### config.mk
export PLATFORM = sky130hd
export DESIGN_NAME = sacl_ram
export DESIGN_NICKNAME = d
export VERILOG_FILES = /design/src/hdl/sacl_ram.sv
export SDC_FILE = /design/constraint.sdc
export NUM_CORES = 1
export LEC_CHECK = 0
export BUFFER_PORTS_ARGS = -buffer_cell sky130_fd_sc_hd__buf_2
export CAP_MARGIN = 10
export CELL_PAD_IN_SITES_DETAIL_PLACEMENT = 0
export CELL_PAD_IN_SITES_GLOBAL_PLACEMENT = 1
export CORE_UTILIZATION = 50
export CTS_CLUSTER_DIAMETER = 120
export DETAILED_ROUTE_END_ITERATION = 8
export PLACE_DENSITY = 0.78
export REMOVE_ABC_BUFFERS = 1
export SLEW_MARGIN = 10
export SYNTH_ARGS = -nofsm -noshare
export SYNTH_HDL_FRONTEND = slang
export SYNTH_SLANG_ARGS = --single-unit
export TNS_END_PERCENT = 100
### constraint.sdc
create_clock -name clk -period 2.72 [get_ports clk]
set_clock_uncertainty 0.2 [all_clocks]
set_input_delay 0.544 -clock clk [delete_from_list [all_inputs] [get_ports clk]]
set_output_delay 0.544 -clock clk [all_outputs]
set_load 0.005 [all_outputs]
### src/hdl/sacl_ram.sv
// generic single-write, single-read ram with registered read data
`default_nettype none
module sacl_ram #(
  parameter int WIDTH = 8,
  parameter int DEPTH = 16
) (
  input  wire logic                     clk,
  input  wire logic                     we,
  input  wire logic [$clog2(DEPTH)-1:0] waddr,
  input  wire logic [WIDTH-1:0]         wdata,
  input  wire logic [$clog2(DEPTH)-1:0] raddr,
  output logic      [WIDTH-1:0]         rdata
);
  logic [WIDTH-1:0] mem [DEPTH];

  always_ff @(posedge clk) begin
    if (we) begin
      mem[waddr] <= wdata;
    end
    rdata <= mem[raddr];
  end
endmodule
`default_nettype wire

==> summary.txt, run 1 <==
Outcome
  • Status: complete, no violations

Routing
  • Final wirelength: 9160 µm
  • Via density: 5.66
  • Initial drt markers: approximately 140
  • Drt first pass iters: 4
  • Drt wl/cell: approximately 21 µm
  • DR vias: 2,429
  • ANT nets after route: 0
  • DRC viols: 0

Synth
  • Share of the synthesized area in the top cell type: 0.747
  • Post-Syn Instances: 229
  • Post-synth cell types: 19
  • Post-Syn Area: between 5000 and 6000 µm²
  • Post-synth EDFFs: 128
  • Synth top cells by count: edfxtp_1, mux4_2, a22oi_1
  • Synth area leaders: edfxtp_1, mux4_2, mux4_1
  • Register bit total from synthesis: roughly 140
  • Dominant cell type by area after synthesis: edfxtp_1
  • Main flop type after synthesis: edfxtp_1
  • Post-synthesis sequential area ratio: 0.778
  • Synth Warn #: 0
  • Mapped Avg Cell Area: 22.5 µm²
  • Most frequent cell after synthesis: edfxtp_1
  • Fraction of registers with async set/reset: 0

STA
  • Worst hold slack: between 0.2 and 0.25 ns
  • Worst setup margin: 0.990 ns
  • FMAX: 578 MHz
  • Final Critical Period: approximately 1.7 ns
  • Final hold vios: 0
  • Tcrit/Tclk final: 0.636
  • Slew margin rel.: 0.556
  • Endpoints failing setup: 0
  • Setup TNS: 0 ns
  • RSZ-0062 raised after global routing: no
  • Actual slew at the worst max-slew pin: ~0.66 ns
  • Max-slew violation count: 0

Global routing
  • GRT busiest layer: met2
  • Pin count of the biggest net entering global routing: 33
  • GRT met3 Usage: 0.0591
  • Total GRT Usage: 0.195
  • Vias in the first global route: approximately 2,400
  • Number of antenna violations at the first check in global routing: 0
  • Grt total ovfl: 0
  • Met2 Track Usage GR: 0.297
  • First-pass GRT wire length: ~14,000 µm
  • Met1 GRT Util: 0.263

Die
  • DIE AREA: approximately 11,000 µm²
  • Starting Density: 0.522
  • Die width: approximately 100 µm
  • I/O Pins: 26
  • Core area: ~9900 µm²
  • # rows: 36
  • Die Ht: between 100 and 150 µm

Critical path
  • Worst Setup End Kind: output port
  • Setup Crit Path Kind: flip-flop to output port
  • WP buf/inv: 1
  • Critical path arrival: between 0.9 and 1 ns
  • Startpoint Class: flip-flop
  • Max FO, Critical Path: 1
  • Worst Path Required: 1.98 ns
  • Max incr delay on CP: 0.35 ns
  • Top delay family on crit path: flip-flops
  • CP Cell Sequence: buf_2
  • Worst path slowest cell: dfxtp_1

Final layout
  • Post-route cell area: 6030 µm²
  • Nets@finish: approximately 300
  • Area delta synth->final: 17.1%
  • Diode count: 0
  • Layout cells sized above 1: 0.304

Placement
  • Post-Place Setup Slack: between 0.4 and 0.5 ns
  • Port-buffer cells: 25
  • Gp weighted congestion: approximately 0.75
  • Dpl hpwl: between 5000 and 6000 µm
  • DP Area: between 5000 and 6000 µm²

Clocking
  • TritonCTS Buffers: 17
  • Hold_buf cts: 0
  • Max clock buf depth: 2
  • Clk slew on worst S/H paths: about 0.060 ns
  • Post CTS Setup Buffer Count: 0
  • CTS tree: yes
  • H-tree depth: 4
  • Clock sink count: 136
  • Latest clock arrival within the worst-skew pair: 0.52 ns
  • Post_cts resized: 0
  • Root Buffer: clkbuf_8

Power and ir drop
  • Pleak: between 2 and 2.5 nW
  • Power Density: about 750 nW/µm²
  • Pwr Total: 0.00452 W
  • Max rail drop VDD: 364 µV

Worst hold path
  • Hold WC Path Type: input port to flip-flop

Job
  • Max-cap violations: 0
[per-stage QoR]
| step | util | instances |
|---|---|---|
| after floorplan | - | 219 |
| after global placement | 0.559 | 397 |
| after detailed placement | 0.559 | 397 |
| after CTS | 0.611 | 429 |
| after global routing | 0.611 | 429 |
| final | 0.611 | 429 |
[final timing paths]
| path | end | depth (start not counted) | slack [ns] | startpoint |
|---|---|---|---|---|
| worst max-delay path | rdata[1] | 1 | 0.99 | rdata[1] |
| worst min-delay path | mem[15][3] | 1 | 0.21 | wdata[3] |
| worst min register to register | rdata[6] | 3 | 0.48 | mem[12][6] |
| worst max register to register | rdata[3] | 3 | 1.12 | mem[2][3] |
[final cells by class]
class	count	area (µm²)
clock buffers	21	429
clock inverters	11	82.6
fillers	659	3840
multi-input cells	83	1060
flip-flops and latches	136	4000
well taps	133	166
repair buffers	45	288
[sequential cells by signal, summed over array words and instances (netlist names)]
| name | count |
|---|---|
| rdata | 8 |
| mem | 128 |
[power by group]
part / total (W) / switching [W] / internal, W / leakage, nW
combinational: 0.000208 / 0.000115 / 0.0000929 / 0.581
clock: 0.00195 / 0.000763 / 0.00119 / 0.250
sequential: 0.00236 / 0.0000149 / 0.00234 / 1.22
total: 0.00452 / 0.000893 / 0.00363 / 2.05
[layer usage]
metal  wire length (µm)  vias up
met1               3870     1237
met3                677       15
met5                  0        -
met4                147        0
met2               4470       94
li1                   -     1083
[kinds of logic after synthesis]
group                  Yosys count  synth area share
multiplexers                    32             0.150
AND/OR/NAND/NOR                 35            0.0318
AO/OA/AOI/OAI                   16            0.0233
buffers and inverters           10            0.0168
flip-flops                     136             0.778
[cells in the final DEF (no fill, tap or decap), types with 2 or more instances in the layout]
cell          n
a22oi_1      16
buf_2        25
buf_4        19
clkbuf_1      4
clkbuf_16    16
clkinv_1      2
clkinv_2      6
clkinvlp_4    2
dfxtp_1       8
edfxtp_1    128
mux4_1       14
mux4_2       18
nand2_1       9
nand2b_1      2
nand3b_1      2
nor2_1       13
nor3_1        4
No activity file was read; power rests on OpenSTA's default activity.
==> inputs of run 2 (changes only) <==
Settings changed: CORE_UTILIZATION 50 to 48.
Clock period 2.72 ns to 1.45 ns, I/O delays scaled along.
==> run 2 against run 1 <==
The flow now finishes with violations (setup timing). Final cell count is 4.7% higher. Wire length is 9.8% higher. Non-clock buffer count is 17 higher. Clock-buffer cell count stayed put. Critical endpoint is now rdata[0]. Largest power group unchanged.
==> summary.txt, run 2 (synthesis gave the netlist of run 1 again) <==
Outcome
  • Status: finished with violations
  • Failing checks: setup timing

Clocking
  • TritonCTS Buffers: 17
  • Clock sink count: roughly 140
  • Post CTS Setup Buffer Count: 0
  • Root Buffer: clkbuf_8
  • Clk slew on worst S/H paths: roughly 0.060 ns
  • Max clock buf depth: 2
  • CTS tree: yes
  • Latest clock arrival within the worst-skew pair: approximately 0.51 ns
  • H-tree depth: 4

STA
  • Final hold vios: 0
  • Endpoints failing setup: 3
  • FMAX: slightly below 700 MHz
  • Worst setup margin: -0.0290 ns
  • Max-slew violation count: 0
  • Actual slew at the worst max-slew pin: 0.987 ns
  • Slew margin rel.: 0.340
  • Tcrit/Tclk final: 1.02
  • Final Critical Period: between 1 and 1.5 ns
  • RSZ-0062 raised after global routing: yes

Global routing
  • Vias in the first global route: 2,614
  • First-pass GRT wire length: about 15,000 µm
  • Pin count of the biggest net entering global routing: 21
  • Total GRT Usage: 0.198
  • Grt total ovfl: 0
  • Number of antenna violations at the first check in global routing: 0

Power and ir drop
  • Clock share of power: 0.474
  • Power Density: approximately 1500 nW/µm²
  • Pleak: 2.16 nW
  • Int Pwr: around 0.0075 W
  • Max rail drop VDD: 730 µV
  • Sw Ratio: 0.195
  • Comb power frac: 0.051
  • Reg power frac: 0.475
  • Psw: approximately 0.0018 W

Worst hold path
  • Hold WC Path Type: input port to flip-flop
  • Hold endpoint: rdata[3]
  • Hold path start: raddr[1]
  • Hold depth: 4

Routing
  • Drt wl/cell: 22.4 µm
  • Initial drt markers: 220
  • Via density: ~5.6
  • DR vias: between 2,000 and 3,000
  • Drt first pass iters: 4
  • Final wirelength: approximately 10,000 µm
  • ANT nets after route: 0
  • DRC viols: 0

Critical path
  • Reg2reg end: rdata[0]
  • R2R cell count: 3
  • RR Startpoint: mem[4][0]
  • Max FO, Critical Path: 1
  • Worst Setup End Kind: flip-flop
  • Worst R2R Setup Slack: -0.03 ns
  • Setup Crit Path Kind: flip-flop to flip-flop
  • Startpoint Class: flip-flop
  • Worst Path Required: about 1.6 ns
  • Critical path arrival: ~1.7 ns

Final layout
  • Top reg by flops: mem
  • Fill cell count: about 730
  • Most frequent cells in the layout: edfxtp_1, mux4_2, buf_4, buf_2, clkbuf_16
  • Max FFs per register: around 130
  • Final design utilization: 0.613
  • Nets@finish: 318
  • Commonest non-fill, non-tap cell in the layout: edfxtp_1
  • Area of the multi-input gates: roughly 1100 µm²
  • Final Instance Count excl. Fillers: between 400 and 500
  • Reg area: 4010 µm²
  • Biggest regs: mem x128, rdata x8
  • Layout cells sized above 1: 0.412
  • Diode count: 0
  • Area delta synth->final: 23.5%

Die
  • Starting Density: 0.496
  • Die width: roughly 110 µm
  • Core area: ~10,000 µm²
  • DIE AREA: 11,100 µm²
  • # rows: 37
  • I/O Pins: 26
  • Die Ht: 106 µm

Job
  • Max-cap violations: 0

Placement
  • Inst Count DP: 409
  • Port-buffer cells: 25
  • Gp weighted congestion: about 0.70
  • Dpl hpwl: 6220 µm
## run 2: cell types whose count changed in the layout (fill, tap and decap cells not counted), sizes merged
cell / before / now
buf: 45 / 54
bufinv: 1 / 4
clkinv: 8 / 6
clkinvlp: 2 / 1
dlygate4sd3: 0 / 8
## run 2: area by class of cell
| type | instances | share of cell area |
|---|---|---|
| Sequential cell | 136 | 0.631 |
| Clock inverter | 11 | 0.0272 |
| Tap cell | 136 | 0.0268 |
| Timing Repair Buffer | 62 | 0.0773 |
| Multi-Input combinational cell | 83 | 0.167 |
| Clock buffer | 21 | 0.0706 |
## run 2: power groups by stage
stage	clock (W)	sequential, W	combinational [W]
6_report	0.00443	0.00444	0.000480
2_1_floorplan	0	0.00450	0.000176
4_1_cts	0.00446	0.00443	0.000475
5_1_grt	0.00464	0.00444	0.000519
3_5_place_dp	0	0.00451	0.000432
3_3_place_gp	0	0.00450	0.000421
## run 2: worst max-delay path by stage
stage,from,to,cells after the start
floorplan,waddr[2],mem[0][0],2
global placement,raddr[0],rdata[4],6
detailed placement,raddr[0],rdata[4],6
CTS,mem[1][6],rdata[6],3
global route,mem[7][0],rdata[0],3
finish,mem[4][0],rdata[0],3
## run 2: timing repair
item / in CTS / in global routing
hold buffers: 8 / 0
pin swaps: 11 / 3
resized for setup: 23 / 7
setup endpoints to repair: 13 / 14
cloned: 0 / 0
endpoints found under the hold margin: 128 / 0
## run 2: critical path, cell delays in order, from the launching register on
cell      delay, ns
edfxtp_1       0.37
mux4_2         0.49
a22oi_2        0.23
nand2_1        0.07
## run 2: stage by stage
step	area, µm²	power, W	TNS (ns)	hold WS, ns	worst slack (ns)
after floorplan	5060	0.00467	-16.46	0.189	-0.533
after global placement	5620	0.00492	-21.79	0.460	-0.461
after detailed placement	5620	0.00494	-23.18	0.452	-0.483
after CTS	6340	0.00937	-0.167	0.0288	-0.0444
after global routing	6360	0.00960	-0.554	0.0864	-0.0700
final	6360	0.00934	-0.0678	0.0735	-0.0290
## run 2: layer usage
layer  share of wire  GRT usage  wire (µm)  vias to the layer above
met4          0.0061     0.0625         61                        0
met3           0.067     0.0532        676                        7
met1            0.43      0.279       4310                     1309
li1                -          -          -                     1102
met2            0.50      0.305       5020                       98
met5               0          0          0                        -
==> inputs of run 3 (changes only) <==
Settings changed: CELL_PAD_IN_SITES_DETAIL_PLACEMENT 0 to 1.
==> run 3 against run 2 <==
The run still ends with setup timing left. Hold slack gained 0.0061 ns. Clock power shrank 2%. Utilization shrank 0.085 points. Sequential share of layout area grew 0.067 points. Wire length grew 10%. Critical endpoint is now rdata[2].
==> summary.txt, run 3 (synthesis gave the netlist of run 1 again) <==
Final layout
  • Max FFs per register: about 130
  • Fill cell count: just under 900
  • Diode count: 0
  • Top reg by flops: mem
  • Area delta synth->final: 23.4%
  • Biggest regs: mem x128, rdata x8
  • Post-route cell area: 6350 µm²
  • Layout cells sized above 1: 0.406
  • Most frequent cells in the layout: edfxtp_1, mux4_2, buf_4, buf_2, clkbuf_16
  • Commonest non-fill, non-tap cell in the layout: edfxtp_1
  • Nets@finish: 318
  • Final design utilization: 0.612

Die
  • Starting Density: 0.496
  • # rows: 37
  • Die Ht: ~110 µm
  • Die width: approximately 110 µm
  • Core area: 10,400 µm²
  • I/O Pins: 26
  • DIE AREA: between 10,000 and 15,000 µm²

Placement
  • Dpl hpwl: between 6000 and 7000 µm
  • Post-Place Setup Slack: -0.505 ns
  • DP Area: 5620 µm²
  • Port-buffer cells: 25
  • Gp weighted congestion: around 0.7

Routing
  • Final wirelength: around 11,000 µm
  • Via density: about 5.6
  • DRC viols: 0
  • ANT nets after route: 0
  • Drt first pass iters: 4
  • DR vias: approximately 2,500
  • Initial drt markers: approximately 230
  • Drt wl/cell: ~25 µm

Clocking
  • Latest clock arrival within the worst-skew pair: 0.52 ns
  • CTS tree: yes
  • Clk slew on worst S/H paths: ~0.060 ns
  • H-tree depth: 4
  • Root Buffer: clkbuf_8
  • Clock sink count: 136
  • Max clock buf depth: 2
  • TritonCTS Buffers: 17

STA
  • Final hold vios: 0
  • Tcrit/Tclk final: 1.05
  • Slew margin rel.: 0.383
  • Actual slew at the worst max-slew pin: just over 0.9 ns
  • RSZ-0062 raised after global routing: yes
  • Final Critical Period: between 1.5 and 2 ns
  • Max-slew violation count: 0
  • FMAX: between 600 and 700 MHz
  • Worst setup margin: -0.0686 ns
  • Endpoints failing setup: 7

Critical path
  • Worst Setup End Kind: flip-flop
  • Max FO, Critical Path: 1
  • Startpoint Class: flip-flop
  • Max incr delay on CP: ~0.48 ns
  • Critical path arrival: ~1.7 ns
  • Setup Crit Path Kind: flip-flop to flip-flop
  • Worst path slowest cell: mux4_2
  • CP Cell Sequence: mux4_2 -> a22oi_1 -> nand2_1
  • Worst Path Required: 1.65 ns

Worst hold path
  • Hold WC Path Type: input port to flip-flop

Job
  • Max-cap violations: 0

Power and ir drop
  • Pwr Total: just over 0.009 W
  • Power Density: around 1500 nW/µm²
  • Max rail drop VDD: 629 µV
  • Pleak: 2.17 nW

Global routing
  • Vias in the first global route: 2,780
  • Pin count of the biggest net entering global routing: 21
  • Number of antenna violations at the first check in global routing: 0
  • Total GRT Usage: 0.222
  • Grt total ovfl: 0
  • First-pass GRT wire length: approximately 17,000 µm

Outcome
  • Failing checks: setup timing
  • Status: finished with violations
-- run 3: worst max-delay path, delay by kind of cell, from the launching register on --
kind / cells / cell delay, ns
AOI/OAI and AO/OA: 1 / 0.25
DFF: 1 / 0.38
muxes: 1 / 0.48
and+or+nand+nor: 1 / 0.09
-- run 3: timing repair --
item	4_1_cts	5_1_grt
hold buffers	8	0
resized for setup	18	9
setup endpoints to repair	13	16
buffers inserted	0	0
pin swaps	7	2
hold endpoints to repair	128	0
-- run 3: final timing paths --
check | from | slack [ns] | to | cells past startpoint
setup / recovery | mem[10][2] | -0.07 | rdata[2] | 3
hold / removal | raddr[1] | 0.08 | rdata[3] | 4
setup reg to reg | mem[10][2] | -0.07 | rdata[2] | 3
hold reg to reg | mem[14][5] | 0.49 | rdata[5] | 3
-- run 3: where the power goes --
group | leakage (nW) | internal [W] | switching (W) | total, W
clock | 0.297 | 0.00269 | 0.00163 | 0.00432
sequential | 1.22 | 0.00440 | 0.0000354 | 0.00444
combinational | 0.648 | 0.000239 | 0.000253 | 0.000491
total | 2.17 | 0.00733 | 0.00192 | 0.00925
-- run 3: layout make-up --
class                           instances  area (µm²)  share of cell area
Tap cell                              136         170              0.0268
Clock inverter                         13         170              0.0268
Multi-Input combinational cell         83        1070               0.168
Timing Repair Buffer                   62         498              0.0784
Sequential cell                       136        4010               0.632
Clock buffer                           19         432              0.0680
-- run 3: metrics by stage --
step                cells  hold WS [ns]  setup TNS (ns)
finish                449        0.0796          -0.262
global route          449         0.111          -0.818
floorplan             219         0.189          -16.46
global placement      409         0.460          -21.79
detailed placement    409         0.464          -26.57
CTS                   449        0.0408          -0.503
-- run 3: layer usage --
metal / up-vias / routed length, µm / global-route usage / part of all wire
met3: 18 / 573 / 0.0557 / 0.052
met1: 1303 / 4670 / 0.290 / 0.42
met5: - / 0 / 0 / 0
met4: 0 / 150 / 0.0823 / 0.014
met2: 85 / 5680 / 0.365 / 0.51
li1: 1110 / - / - / -
